## src/rtl/core/gf2r_pkg.sv

```systemverilog
// Shared types, constants and helpers of the GF(2) rank unit.
// No dependencies; every other file of the block refers to this package.
package gf2r_pkg;

    localparam int ROW_W        = 32;
    localparam int CFG_W        = 6;
    localparam int RANK_W       = 6;
    localparam int MAX_COLS_DEF = 32;

    localparam logic [CFG_W-1:0] COLS_RESET = 6'd32;

    typedef enum logic {
        ST_IDLE,
        ST_RUN
    } t_state;

    // Control of one basis queue for one cycle.
    typedef struct packed {
        logic load;   // replace the contents with the identity prefix
        logic pop;    // drop the head vector, all cells move one place forward
        logic push;   // append the push vector at the tail
    } t_q_ctrl;

    // Control of one cell of a queue.
    typedef struct packed {
        logic load;
        logic shift;
        logic take;
    } t_cell_ctrl;

    // Column count in effect: a register value above the supported maximum acts as it.
    function automatic logic [CFG_W:0] clamp_cols(input logic [CFG_W-1:0] v,
                                                  input logic [CFG_W:0]   maxc);
        logic [CFG_W:0] v_ext;
        v_ext = {1'b0, v};
        return (v_ext > maxc) ? maxc : v_ext;
    endfunction

endpackage

```

## src/rtl/core/gf2r_if.sv

```systemverilog
// Valid/ready channel interfaces of the GF(2) rank unit: row input and rank result.
// Depends on gf2r_pkg for the payload widths.
interface gf2r_in_if;
    logic                       valid;
    logic                       ready;
    logic [gf2r_pkg::ROW_W-1:0] row_bits;
    logic                       start_matrix;

    modport source (output valid, output row_bits, output start_matrix, input ready);
    modport sink   (input valid, input row_bits, input start_matrix, output ready);
endinterface

interface gf2r_out_if;
    logic                        valid;
    logic                        ready;
    logic [gf2r_pkg::RANK_W-1:0] rank_so_far;
    logic                        row_independent;

    modport source (output valid, output rank_so_far, output row_independent, input ready);
    modport sink   (input valid, input rank_so_far, input row_independent, output ready);
endinterface

```

## src/rtl/core/gf2_rank_by_null_space_unit.sv

```systemverilog
// Top level of the GF(2) rank unit: sequencer, two basis queues, result register.
// Depends on gf2r_pkg, gf2r_if (channel interfaces) and gf2r_queue.
//
// Usage: rows arrive on i_in, one matrix row per transaction; bit j of row_bits is
// column j. start_matrix restarts the null basis to the identity before the row is
// used. Each row produces one transaction on o_out with the rank of all rows since
// the restart and a flag that tells whether this row raised the rank.
// i_cfg_we/i_cfg_wdata write the column count; a write also restarts the matrix.
// The null basis is kept in order as queue A followed by queue B. A row pops every
// basis vector once, one per cycle through a single parity test at the queue heads:
// even vectors go back to queue A, later odd vectors XORed with the first odd one
// go to queue B. The result is registered once the last basis vector is popped;
// the null dimension is at most MAX_COLS. A new row is accepted only once the
// result is loaded, so the unit takes no new row while one is in progress.
// The result register holds its transaction until the receiver takes it; while it
// is still full, the next row's final cycle waits for it.
// Reset restores a column count of 32 (clamped to MAX_COLS) and the identity basis.
module gf2_rank_by_null_space_unit #(
    parameter int MAX_COLS = gf2r_pkg::MAX_COLS_DEF
) (
    input  logic                       i_clk,
    input  logic                       i_rst_n,
    gf2r_in_if.sink                    i_in,
    gf2r_out_if.source                 o_out,
    input  logic                       i_cfg_we,
    input  logic [gf2r_pkg::CFG_W-1:0] i_cfg_wdata
);

    localparam int CW = $clog2(MAX_COLS + 1);
    localparam int SW = CW + 1;
    localparam logic [gf2r_pkg::CFG_W:0] MAXC = (gf2r_pkg::CFG_W + 1)'(MAX_COLS);

    gf2r_pkg::t_state r_state;
    gf2r_pkg::t_state n_state;

    logic [gf2r_pkg::CFG_W-1:0] r_cols;
    logic [MAX_COLS-1:0]        r_row;
    logic [MAX_COLS-1:0]        r_pivot;
    logic                       r_found;
    logic [CW-1:0]              r_rem_a;
    logic [CW-1:0]              r_rem_b;
    logic                       r_out_valid;
    logic [gf2r_pkg::RANK_W-1:0] r_out_rank;
    logic                       r_out_ind;

    logic                in_ready;
    logic                accept;
    logic                finish;
    logic                pop_a;
    logic                pop_b;
    logic                odd;
    logic [CW-1:0]       cols_act;
    logic [MAX_COLS-1:0] row_m;
    logic [MAX_COLS-1:0] head;
    logic [MAX_COLS-1:0] a_head;
    logic [MAX_COLS-1:0] b_head;
    logic [CW-1:0]       a_cnt;
    logic [CW-1:0]       b_cnt;
    logic [CW-1:0]       load_cnt;
    logic [SW-1:0]       dim_sum;
    logic [SW-1:0]       rank_full;

    gf2r_pkg::t_q_ctrl q_a;
    gf2r_pkg::t_q_ctrl q_b;

    assign cols_act = CW'(gf2r_pkg::clamp_cols(r_cols, MAXC));
    assign accept   = i_in.valid && in_ready;

    // Row bits beyond the column count, or beyond the row width, read as zero.
    for (genvar j = 0; j < MAX_COLS; j++) begin : g_row
        if (j < gf2r_pkg::ROW_W) begin : g_in
            assign row_m[j] = i_in.row_bits[j] && (CW'(j) < cols_act);
        end else begin : g_zero
            assign row_m[j] = 1'b0;
        end
    end

    // Next state.
    always_comb begin
        n_state = r_state;
        case (r_state)
            gf2r_pkg::ST_IDLE: begin
                if (accept) begin
                    n_state = gf2r_pkg::ST_RUN;
                end
            end
            gf2r_pkg::ST_RUN: begin
                if (finish) begin
                    n_state = gf2r_pkg::ST_IDLE;
                end
            end
            default: n_state = gf2r_pkg::ST_IDLE;
        endcase
    end

    // Sequencer outputs.
    always_comb begin
        in_ready = 1'b0;
        pop_a    = 1'b0;
        pop_b    = 1'b0;
        finish   = 1'b0;
        case (r_state)
            gf2r_pkg::ST_IDLE: begin
                in_ready = 1'b1;
            end
            gf2r_pkg::ST_RUN: begin
                if (r_rem_a != '0) begin
                    pop_a = 1'b1;
                end else if (r_rem_b != '0) begin
                    pop_b = 1'b1;
                end else begin
                    finish = !r_out_valid || o_out.ready;
                end
            end
            default: ;
        endcase
    end

    assign head = pop_a ? a_head : b_head;
    assign odd  = ^(head & r_row);

    always_comb begin
        q_a.load = !i_rst_n || i_cfg_we || (accept && i_in.start_matrix);
        q_a.pop  = pop_a;
        q_a.push = (pop_a || pop_b) && !odd;
        q_b.load = q_a.load;
        q_b.pop  = pop_b;
        q_b.push = (pop_a || pop_b) && odd && r_found;
    end

    always_comb begin
        if (!i_rst_n) begin
            load_cnt = CW'(gf2r_pkg::clamp_cols(gf2r_pkg::COLS_RESET, MAXC));
        end else if (i_cfg_we) begin
            load_cnt = CW'(gf2r_pkg::clamp_cols(i_cfg_wdata, MAXC));
        end else begin
            load_cnt = cols_act;
        end
    end

    gf2r_queue #(
        .MAX_COLS (MAX_COLS),
        .CW       (CW)
    ) u_queue_a (
        .i_clk        (i_clk),
        .i_ctrl       (q_a),
        .i_load_count (load_cnt),
        .i_push_data  (head),
        .o_head       (a_head),
        .o_count      (a_cnt)
    );

    gf2r_queue #(
        .MAX_COLS (MAX_COLS),
        .CW       (CW)
    ) u_queue_b (
        .i_clk        (i_clk),
        .i_ctrl       (q_b),
        .i_load_count ('0),
        .i_push_data  (head ^ r_pivot),
        .o_head       (b_head),
        .o_count      (b_cnt)
    );

    assign dim_sum   = SW'(a_cnt) + SW'(b_cnt);
    assign rank_full = SW'(cols_act) - dim_sum;

    always_ff @(posedge i_clk) begin
        if (!i_rst_n) begin
            r_state     <= gf2r_pkg::ST_IDLE;
            r_cols      <= gf2r_pkg::COLS_RESET;
            r_found     <= 1'b0;
            r_rem_a     <= '0;
            r_rem_b     <= '0;
            r_out_valid <= 1'b0;
        end else begin
            r_state <= n_state;
            if (i_cfg_we) begin
                r_cols <= i_cfg_wdata;
            end
            if (accept) begin
                r_found <= 1'b0;
                r_rem_a <= i_in.start_matrix ? cols_act : a_cnt;
                r_rem_b <= i_in.start_matrix ? '0 : b_cnt;
            end else begin
                if (pop_a) begin
                    r_rem_a <= r_rem_a - 1'b1;
                end
                if (pop_b) begin
                    r_rem_b <= r_rem_b - 1'b1;
                end
                if ((pop_a || pop_b) && odd) begin
                    r_found <= 1'b1;
                end
            end
            if (finish) begin
                r_out_valid <= 1'b1;
            end else if (o_out.ready) begin
                r_out_valid <= 1'b0;
            end
        end
    end

    always_ff @(posedge i_clk) begin
        if (accept) begin
            r_row <= row_m;
        end
        if ((pop_a || pop_b) && odd && !r_found) begin
            r_pivot <= head;
        end
        if (finish) begin
            r_out_rank <= gf2r_pkg::RANK_W'(rank_full);
            r_out_ind  <= r_found;
        end
    end

    assign i_in.ready            = in_ready;
    assign o_out.valid           = r_out_valid;
    assign o_out.rank_so_far     = r_out_rank;
    assign o_out.row_independent = r_out_ind;

    // The two queues together never hold more than the whole column space.
    a_dim_bound: assert property (@(posedge i_clk) disable iff (!i_rst_n)
        (SW'(a_cnt) + SW'(b_cnt)) <= SW'(MAX_COLS))
        else $error("null basis larger than the column space");

    // A queue is never popped while empty.
    a_pop_nonempty: assert property (@(posedge i_clk) disable iff (!i_rst_n)
        (pop_a |-> (a_cnt != '0)) and (pop_b |-> (b_cnt != '0)))
        else $error("pop from an empty basis queue");

    // An accepted row is always followed by a processing pass.
    a_accept_run: assert property (@(posedge i_clk) disable iff (!i_rst_n)
        accept |=> (r_state == gf2r_pkg::ST_RUN))
        else $error("accepted row not processed");

    // A row that raised the rank leaves a rank of at least one.
    a_ind_rank: assert property (@(posedge i_clk) disable iff (!i_rst_n)
        finish && r_found |=> (r_out_ind && (r_out_rank != '0)))
        else $error("independent row reported with zero rank");

endmodule

```

## src/rtl/core/gf2r_cell.sv

```systemverilog
// One cell of a basis queue: holds a single null-space vector.
// Depends on gf2r_pkg for the cell control struct.
module gf2r_cell #(
    parameter int W = gf2r_pkg::MAX_COLS_DEF
) (
    input  logic                 i_clk,
    input  gf2r_pkg::t_cell_ctrl i_ctrl,
    input  logic [W-1:0]         i_init,
    input  logic [W-1:0]         i_next,
    input  logic [W-1:0]         i_push,
    output logic [W-1:0]         o_vec
);

    logic [W-1:0] r_vec;
    logic [W-1:0] n_vec;

    always_comb begin
        n_vec = r_vec;
        if (i_ctrl.load) begin
            n_vec = i_init;
        end else if (i_ctrl.take) begin
            n_vec = i_push;
        end else if (i_ctrl.shift) begin
            n_vec = i_next;
        end
    end

    always_ff @(posedge i_clk) begin
        r_vec <= n_vec;
    end

    assign o_vec = r_vec;

endmodule

```

## src/rtl/core/gf2r_queue.sv

```systemverilog
// Basis queue built as a chain of cells: pops at cell 0, appends at the tail.
// Depends on gf2r_pkg and gf2r_cell.
module gf2r_queue #(
    parameter int MAX_COLS = gf2r_pkg::MAX_COLS_DEF,
    parameter int CW       = $clog2(MAX_COLS + 1)
) (
    input  logic                i_clk,
    input  gf2r_pkg::t_q_ctrl   i_ctrl,
    input  logic [CW-1:0]       i_load_count,
    input  logic [MAX_COLS-1:0] i_push_data,
    output logic [MAX_COLS-1:0] o_head,
    output logic [CW-1:0]       o_count
);

    logic [CW-1:0]       r_count;
    logic [CW-1:0]       n_count;
    logic [MAX_COLS-1:0] vec [MAX_COLS];

    always_comb begin
        n_count = r_count;
        if (i_ctrl.load) begin
            n_count = i_load_count;
        end else if (i_ctrl.pop && !i_ctrl.push) begin
            n_count = r_count - 1'b1;
        end else if (i_ctrl.push && !i_ctrl.pop) begin
            n_count = r_count + 1'b1;
        end
    end

    always_ff @(posedge i_clk) begin
        r_count <= n_count;
    end

    for (genvar i = 0; i < MAX_COLS; i++) begin : g_cell
        gf2r_pkg::t_cell_ctrl cell_ctrl;
        logic [MAX_COLS-1:0]  init;
        logic [MAX_COLS-1:0]  next;

        // Restart contents: entry i holds only column i below the column count.
        assign init = (CW'(i) < i_load_count) ? (MAX_COLS'(1) << i) : '0;

        // When popping, the tail sits one place lower after the move.
        assign cell_ctrl.load  = i_ctrl.load;
        assign cell_ctrl.shift = i_ctrl.pop;
        assign cell_ctrl.take  = i_ctrl.push &&
                                 (i_ctrl.pop ? (CW'(i + 1) == r_count) : (CW'(i) == r_count));

        if (i == MAX_COLS - 1) begin : g_last
            assign next = '0;
        end else begin : g_mid
            assign next = vec[i+1];
        end

        gf2r_cell #(
            .W (MAX_COLS)
        ) u_cell (
            .i_clk  (i_clk),
            .i_ctrl (cell_ctrl),
            .i_init (init),
            .i_next (next),
            .i_push (i_push_data),
            .o_vec  (vec[i])
        );
    end

    assign o_head  = vec[0];
    assign o_count = r_count;

endmodule
```

## src/flat_wrapper.sv

```systemverilog
// flat-port wrapper written by rule: the top's interface ports become plain ports
module gf2_rank_by_null_space_unit_flat 
#(
    parameter int MAX_COLS = gf2r_pkg::MAX_COLS_DEF
)
  (i_clk, i_rst_n, i_cfg_we, i_cfg_wdata, i_in_valid, i_in_row_bits, i_in_start_matrix, i_in_ready, o_out_valid, o_out_rank_so_far, o_out_row_independent, o_out_ready);
  gf2r_in_if i_in_i ();
  gf2r_out_if o_out_i ();
  input  logic i_clk;
  input  logic i_rst_n;
  input  logic i_cfg_we;
  input  logic [gf2r_pkg::CFG_W-1:0] i_cfg_wdata;
  input wire logic [$bits(i_in_i.valid)-1:0] i_in_valid;
  input wire logic [$bits(i_in_i.row_bits)-1:0] i_in_row_bits;
  input wire logic [$bits(i_in_i.start_matrix)-1:0] i_in_start_matrix;
  output wire logic [$bits(i_in_i.ready)-1:0] i_in_ready;
  output wire logic [$bits(o_out_i.valid)-1:0] o_out_valid;
  output wire logic [$bits(o_out_i.rank_so_far)-1:0] o_out_rank_so_far;
  output wire logic [$bits(o_out_i.row_independent)-1:0] o_out_row_independent;
  input wire logic [$bits(o_out_i.ready)-1:0] o_out_ready;
  assign i_in_i.valid = i_in_valid;
  assign i_in_i.row_bits = i_in_row_bits;
  assign i_in_i.start_matrix = i_in_start_matrix;
  assign i_in_ready = i_in_i.ready;
  assign o_out_valid = o_out_i.valid;
  assign o_out_rank_so_far = o_out_i.rank_so_far;
  assign o_out_row_independent = o_out_i.row_independent;
  assign o_out_i.ready = o_out_ready;
  gf2_rank_by_null_space_unit #(.MAX_COLS(MAX_COLS)) u_core (.i_clk(i_clk), .i_rst_n(i_rst_n), .i_in(i_in_i), .o_out(o_out_i), .i_cfg_we(i_cfg_we), .i_cfg_wdata(i_cfg_wdata));
endmodule
```

## config.mk

```make
export PLATFORM = sky130hd
export DESIGN_NAME = gf2_rank_by_null_space_unit_flat
export DESIGN_NICKNAME = d
export VERILOG_FILES = /design/src/rtl/core/gf2r_pkg.sv /design/src/rtl/core/gf2r_if.sv /design/src/rtl/core/gf2_rank_by_null_space_unit.sv /design/src/rtl/core/gf2r_cell.sv /design/src/rtl/core/gf2r_queue.sv /design/src/flat_wrapper.sv
export SDC_FILE = /design/constraint.sdc
export NUM_CORES = 2
export LEC_CHECK = 0
export BUFFER_PORTS_ARGS = -buffer_cell sky130_fd_sc_hd__buf_4
export CAP_MARGIN = 15
export CORE_MARGIN = 8
export CORE_UTILIZATION = 46
export DETAILED_ROUTE_END_ITERATION = 8
export SLEW_MARGIN = 20
export SYNTH_ARGS = -nofsm -noshare
export SYNTH_HDL_FRONTEND = slang
export SYNTH_SLANG_ARGS = --single-unit
```

## constraint.sdc

```tcl
create_clock -name i_clk -period 8.6 [get_ports i_clk]
set_input_delay 1.29 -clock i_clk [delete_from_list [all_inputs] [get_ports i_clk]]
set_output_delay 1.29 -clock i_clk [all_outputs]
set_load 0.1 [all_outputs]
```

## After elaboration in Yosys (flattened, before gate mapping)

Cells that the tools add are included.

| storage, ports and cells | value |
|---|---|
| bits in registers | 2,152 |
| word-level logic and storage cells | 697 |
| input bits | 44 |

| cells by class | value |
|---|---|
| add/subtract/negate cells | 8 |
| magnitude comparators | 66 |
| muxes and demuxes | 286 |
| bitwise operators | 4 |
| equality and inequality tests | 64 |
| reduce and logical (&&, ||, !) cells | 193 |

Operator list:

| operator | count |
|---|---|
| $mux 32 | 162 |
| $eq 5x6->1 const A | 32 |
| $lt 5x6->1 const A | 32 |
| $logic_and 1x1->1 | 106 |
| $reduce_bool 3->1 | 33 |
| $eq 4x6->1 const A | 16 |
| $lt 4x6->1 const A | 16 |
| $mux 6 | 16 |
| $mux 1 | 78 |
| $reduce_bool 2->1 | 36 |
| $eq 3x6->1 const A | 8 |
| $lt 3x6->1 const A | 8 |
| $and 32x32->32 | 1 |
| $reduce_xor 32->1 | 1 |
| $xor 32x32->32 | 1 |
| $mux 31 | 1 |
| $mux 30 | 1 |
| $mux 29 | 1 |
| $mux 28 | 1 |
| $mux 27 | 1 |
| $mux 26 | 1 |
| $mux 25 | 1 |
| $eq 2x6->1 const A | 4 |
| $lt 1x6->1 const A | 4 |
| 37 further kinds | 60 |

## Depth between registers and ports, before layout

| logic depth | value |
|---|---|
| depth in word-level cells | 12 |
| mapped depth | 24 |
| depth with buffers taken out | 19 |

## Hierarchy

Synthesis repeated with hierarchy kept, for this count alone.

| unflattened totals | value |
|---|---|
| cells, all modules | 9,795 |
| area, all modules | 114,690.0 um2 |

By module, submodules not included:

| module | area each (um2) | cells an instance | times used |
|---|---|---|---|
| gf2r_cell | 1,672.9 | 140 | 64 |
| gf2_rank_by_null_space_unit | 5,442.7 | 498 | 1 |
| gf2r_queue (u_core.u_queue_a) | 1,092.3 | 170 | 1 |
| gf2r_queue (u_core.u_queue_b) | 1,092.3 | 167 | 1 |

## Worst setup path after synthesis

No wires, ideal clock.

| path | value |
|---|---|
| kind | reg2reg |
| from | register u_core.r_state |
| to | register u_core.u_queue_a.g_cell[10].u_cell.r_vec[0] (enable) |
| buffers on the path | 4 |
| stages on the path, launching flop included | 14 |
| setup slack | 2,128 ps |
| arrival | 6,006 ps |
| data required time | 8,134 ps |
| path through | dfxtp_1 > inv_1 > buf_1 > o21ai_0 > a21boi_0 > xor2_1 > xnor3_1 > xnor3_2 > xnor2_2 > buf_4 > buf_4 > buf_2 > nand3_1 > o21ai_0 |

| on the way | value |
|---|---|
| elaborated cells between the ends (all ways) | 15 |

RTL lines:

| item | RTL line | source |
|---|---|---|
| from (decl) | gf2_rank_by_null_space_unit.sv:33 | `gf2r_pkg::t_state r_state;` |
| from (signal assigned) | gf2_rank_by_null_space_unit.sv:170 | `r_state <= gf2r_pkg::ST_IDLE;` |
| from (signal assigned) | gf2_rank_by_null_space_unit.sv:177 | `r_state <= n_state;` |
| $mux 1 | gf2_rank_by_null_space_unit.sv:102 | `case (r_state)` |
| named net i_in_ready | flat_wrapper.sv:16 | `output wire logic [$bits(i_in_i.ready)-1:0] i_in_ready;` |
| $logic_and 1x1->1 | gf2_rank_by_null_space_unit.sv:67 | `assign accept = i_in.valid && in_ready;` |
| $logic_and 1x1->1 | gf2_rank_by_null_space_unit.sv:123 | `q_a.load = !i_rst_n \|\| i_cfg_we \|\| (accept && i_in.start_matrix);` |
| $logic_or 1x1->1 | gf2_rank_by_null_space_unit.sv:123 |  |
| $reduce_bool 3->1 (no source line) | n/a |  |
| to (signal assigned) | gf2r_cell.sv:29 | `r_vec <= n_vec;` |
| to (decl) | gf2r_cell.sv:14 | `logic [W-1:0] r_vec;` |

The timed path passes the listed nets, and every way through them passes these cells.
A chain may end at the register's enable or synchronous reset.

## Worst setup path after layout

| path | value |
|---|---|
| from | register u_core.r_rem_a[2] |
| to | register u_core.u_queue_a.g_cell[16].u_cell.r_vec[23] (enable) |

| on the way | value |
|---|---|
| cells in the longest elaborated chain, start to end | 10 |
| elaborated cells between the ends (all ways) | 14 |

Ends and longest elaborated chain:

| item | RTL line | source |
|---|---|---|
| from (decl) | gf2_rank_by_null_space_unit.sv:40 | `logic [CW-1:0] r_rem_a;` |
| from (signal assigned) | gf2_rank_by_null_space_unit.sv:183 | `r_rem_a <= i_in.start_matrix ? cols_act : a_cnt;` |
| from (signal assigned) | gf2_rank_by_null_space_unit.sv:187 | `r_rem_a <= r_rem_a - 1'b1;` |
| $reduce_bool 6->1 | gf2_rank_by_null_space_unit.sv:107 | `if (r_rem_a != '0) begin` |
| $mux 1 | gf2_rank_by_null_space_unit.sv:107 |  |
| $mux 1 | gf2_rank_by_null_space_unit.sv:102 |  |
| $mux 32 | gf2_rank_by_null_space_unit.sv:119 | `assign head = pop_a ? a_head : b_head;` |
| named net u_core.head[7] | gf2_rank_by_null_space_unit.sv:54 | `logic [MAX_COLS-1:0] head;` |
| $and 32x32->32 | gf2_rank_by_null_space_unit.sv:120 | `assign odd = ^(head & r_row);` |
| $reduce_xor 32->1 | gf2_rank_by_null_space_unit.sv:120 |  |
| $logic_not 1->1 | gf2_rank_by_null_space_unit.sv:125 | `q_a.push = (pop_a \|\| pop_b) && !odd;` |
| $logic_and 1x1->1 | gf2_rank_by_null_space_unit.sv:125 |  |
| $logic_and 1x1->1 | gf2r_queue.sv:45 | `assign cell_ctrl.take = i_ctrl.push &&` |
| $reduce_bool 3->1 (no source line) | n/a |  |
| to (signal assigned) | gf2r_cell.sv:29 |  |
| to (decl) | gf2r_cell.sv:14 |  |

The timed path passes the listed nets, and every way through them passes these cells.

==> impl_metrics.toml <==
[floorplan]
core-area_um2 = 219500
ioPinCount = 53
start_util_pct = 46.28
placementRows = 172
dieArea_um2 = 236100
die_w_um = 485.9
die_h_um = 485.9

[outcome]
status = "finished, final reports clean"

[setup_path]
path_cells = "nor3_4 -> nand2_1 -> nand2_1 -> clkinv_2 -> mux2i_4 -> inv_2 -> nand2_1 -> xnor3_1 -> xnor3_2 -> xnor2_4 -> nand3_1 -> o21ai_4"
crit_family = "simple AND/OR/NAND/NOR gates"
slowest_stage = "o21ai_4"
critPathBufInv = 2
critPathKind = "reg -> reg"
required_ns = 9.11
cp-start-kind = "flop"
arrival_ns = 7.56
worst_setup_path_end_kind = "flop"
crit_top_cell = "nand2_1"
slowest_delay_ns = 1.09
cp_max_fo = 32

[drt]
drt_iter0_drc = 10270
first_pass_iters = 6
drc_errors = 0
avgViaCountPerCell = 6.285
post_drt_wl_per_cell_um = 26.14
routed_wl_um = 350300
vias = 84230
ant_nets = 0

[global_route]
grt_use_total_pct = 28.20
grt_max_degree = 238
antenna_found_initial = 14
grt_pass1_vias = 79160
grt_first_pass_wirelength_um = 519600
grt_overflow_total = 0

[yosys]
synth_top_area_share_pct = 32.55
synth_nets = 11020
syn_area_um2 = 101600
synthFlopType = "edfxtp_1"
syn_avg_cell_area_um2 = 9.273
seq_area_frac_synth_pct = 53.26
ys_ff_latch = 2152
synth_async_sr_flop_share_pct = 0
synth_top_area_cell = "edfxtp_1"
synth_area_leaders = "edfxtp_1 33%, dfxtp_1 21%, nand2_1 11%"
synth_cells = 10960
synth_cell_types = 70
yosys_warnings = 0
synth_edf_count = 1101

[job]
cap_viol_max_count = 0

[timing]
relSlewSlack_pct = 10.26
layout_worst_path_cycle_share_pct = 81.94
hold_violations = 0
worst_pin_slew_ns = 1.346
drv_slew = 0
setup_tns_ns = 0
setup-violations-final = 0
finalCriticalPeriod_ns = 7.047
finClkSkew_ns = 0.05897
max_freq_ghz = 0.1419
rsz0062_at_grt = "no"

[cells_and_area]
layout.cells.non_filler = 13400
final_nets = 10390
area_delta_synth_final_pct = 10.18
drive_gt1_share_pct = 8.651

[clocking]
cts_buffers = 229
h-tree-depth = 4
cts_tree = "built"
cts_buffer_depth = 3
clkLatencyLatePin_ns = 0.90
cts_hold_buf = 0
root_buffer = "clkbuf_16"
cts_setup_buffers = 0
clock-sinks = 2152
cts_repair_resize_count = 0
cts.clk_slew.worst_paths_ns = 0.07

[placement]
dp.cells = 12960
portBuffers = 52
place_hpwl_um = 199500
globalplace.congestion = 0.9066

[power_and_ir_drop]
power.density_nw_per_um2 = 257.9
power_mw = 28.87
ir_drop_mv = 0.3340
p_leak_nw = 41.50

[worst_hold_path]
hp-class = "reg -> reg"
==> path summary, 6_finish.rpt <==
| kind | endpoint | cells after the start | startpoint | slack, ns |
|---|---|---|---|---|
| hold reg to reg | u_core.u_queue_b.g_cell[31].u_cell.o_vec[30] | 2 | u_core.u_queue_b.g_cell[31].u_cell.o_vec[30] | 0.47 |
| setup reg to reg | u_core.u_queue_a.g_cell[16].u_cell.o_vec[23] | 12 | u_core.r_rem_a[2] | 1.55 |
| hold / removal | u_core.u_queue_b.g_cell[31].u_cell.o_vec[30] | 2 | u_core.u_queue_b.g_cell[31].u_cell.o_vec[30] | 0.47 |
| setup / recovery | u_core.u_queue_a.g_cell[16].u_cell.o_vec[23] | 12 | u_core.r_rem_a[2] | 1.55 |
==> layout make-up <==
class	instances	area (um^2)
fillers	19880	107600
flip-flops and latches	2152	54100
multi-input cells	7514	43290
clock buffers	310	6295
well taps	2871	3592
repair buffers	359	3072
clock inverters	108	1274
inverters	65	252.7
diodes	22	55.05
==> metal layers <==
| metal | vias to the layer above | global-route usage (%) | part of all wire [%] |
|---|---|---|---|
| met4 | 0 | 14.38 | 5.5 |
| li1 | 38230 | - | - |
| met5 | - | 0 | 0 |
| met3 | 824 | 4.439 | 7.6 |
| met2 | 3877 | 44.66 | 46 |
| met1 | 41290 | 37.59 | 41 |
==> worst reg2reg max path, stage by stage, from the launching register on <==
cell and delay, ns:
dfxtp_1 0.38, nor3_4 0.78, nand2_1 0.45, nand2_1 0.60, clkinv_2 0.56, mux2i_4 0.37, inv_2 0.18, nand2_1 0.12
xnor3_1 0.38, xnor3_2 0.50, xnor2_4 0.56, nand3_1 0.71, o21ai_4 1.09
==> cells in the final DEF, fill, tap and decap left out, types with 111 or more instances in the layout <==
| cell type | instances |
|---|---|
| a211oi_1 | 1322 |
| a21oi_1 | 1258 |
| a311oi_1 | 229 |
| buf_4 | 331 |
| clkbuf_16 | 229 |
| dfxtp_1 | 1050 |
| edfxtp_1 | 1101 |
| mux2i_1 | 516 |
| nand2_1 | 2989 |
| nand3_1 | 111 |
| nor3_1 | 326 |
==> flip-flops by register name, indices dropped and copies added (netlist names), 6 cells and up <==
signal / count
u_core.o_out.rank_so_far: 6
u_core.r_cols: 6
u_core.r_pivot: 32
u_core.r_rem_a: 6
u_core.r_rem_b: 6
u_core.r_row: 32
u_core.u_queue_a.g_cell.u_cell.o_vec: 1024
u_core.u_queue_a.o_count: 6
u_core.u_queue_b.g_cell.u_cell.o_vec: 1024
u_core.u_queue_b.o_count: 6
==> cell usage after synthesis (all sizes together) (6+ instances only) <==
cell type / instances
nand3: 125
and2: 30
o21ai: 101
nand2: 2990
a311oi: 229
a21oi: 1261
ha: 20
o31ai: 7
nor3: 358
a21bo: 7
inv: 65
and3: 39
a31oi: 38
o32ai: 16
edfxtp: 1101
a32oi: 6
a211oi: 1322
o211a: 7
xnor3: 6
mux2i: 544
nor2: 129
xor2: 15
clkbuf: 945
o311a: 12
xnor2: 94
o211ai: 8
buf: 279
nand4: 32
o22a: 11
dfxtp: 1051
nor4: 13
a21boi: 22
nand2b: 14
nor2b: 11
==> stage by stage <==
stage | cell area, um^2 | setup WS, ns | util (%) | hold WS (ns)
global placement | 104000 | 1.622 | 47.37 | 0.4566
global route | 111900 | 1.263 | 50.99 | 0.4976
finish | 111900 | 1.553 | 50.99 | 0.4717
CTS | 111700 | 1.387 | 50.90 | 0.4725
floorplan | 101600 | 2.128 | - | 0.4496
detailed placement | 104200 | 1.398 | 47.45 | 0.4646
==> where the power goes <==
group	leakage (nW)	switching (mW)	internal [mW]
Sequential	20.9	0.282	11.4
Clock	3.70	4.29	5.80
Combinational	16.9	5.79	1.28
==> cell families (layout without fill, tap and decap cells) <==
logic type | Yosys count | in the layout | synth area share [%]
buf+inv | 1289 | 842 | 5.216
simple gates | 3759 | 3759 | 14.99
flops | 2152 | 2152 | 53.26
compound gates | 3070 | 3070 | 19.69
other cells | 0 | 22 | 0
xor+xnor | 115 | 115 | 1.090
fa+ha+maj | 25 | 25 | 0.3449
mux | 545 | 545 | 5.419
No activity file was read; power rests on OpenSTA's default activity.
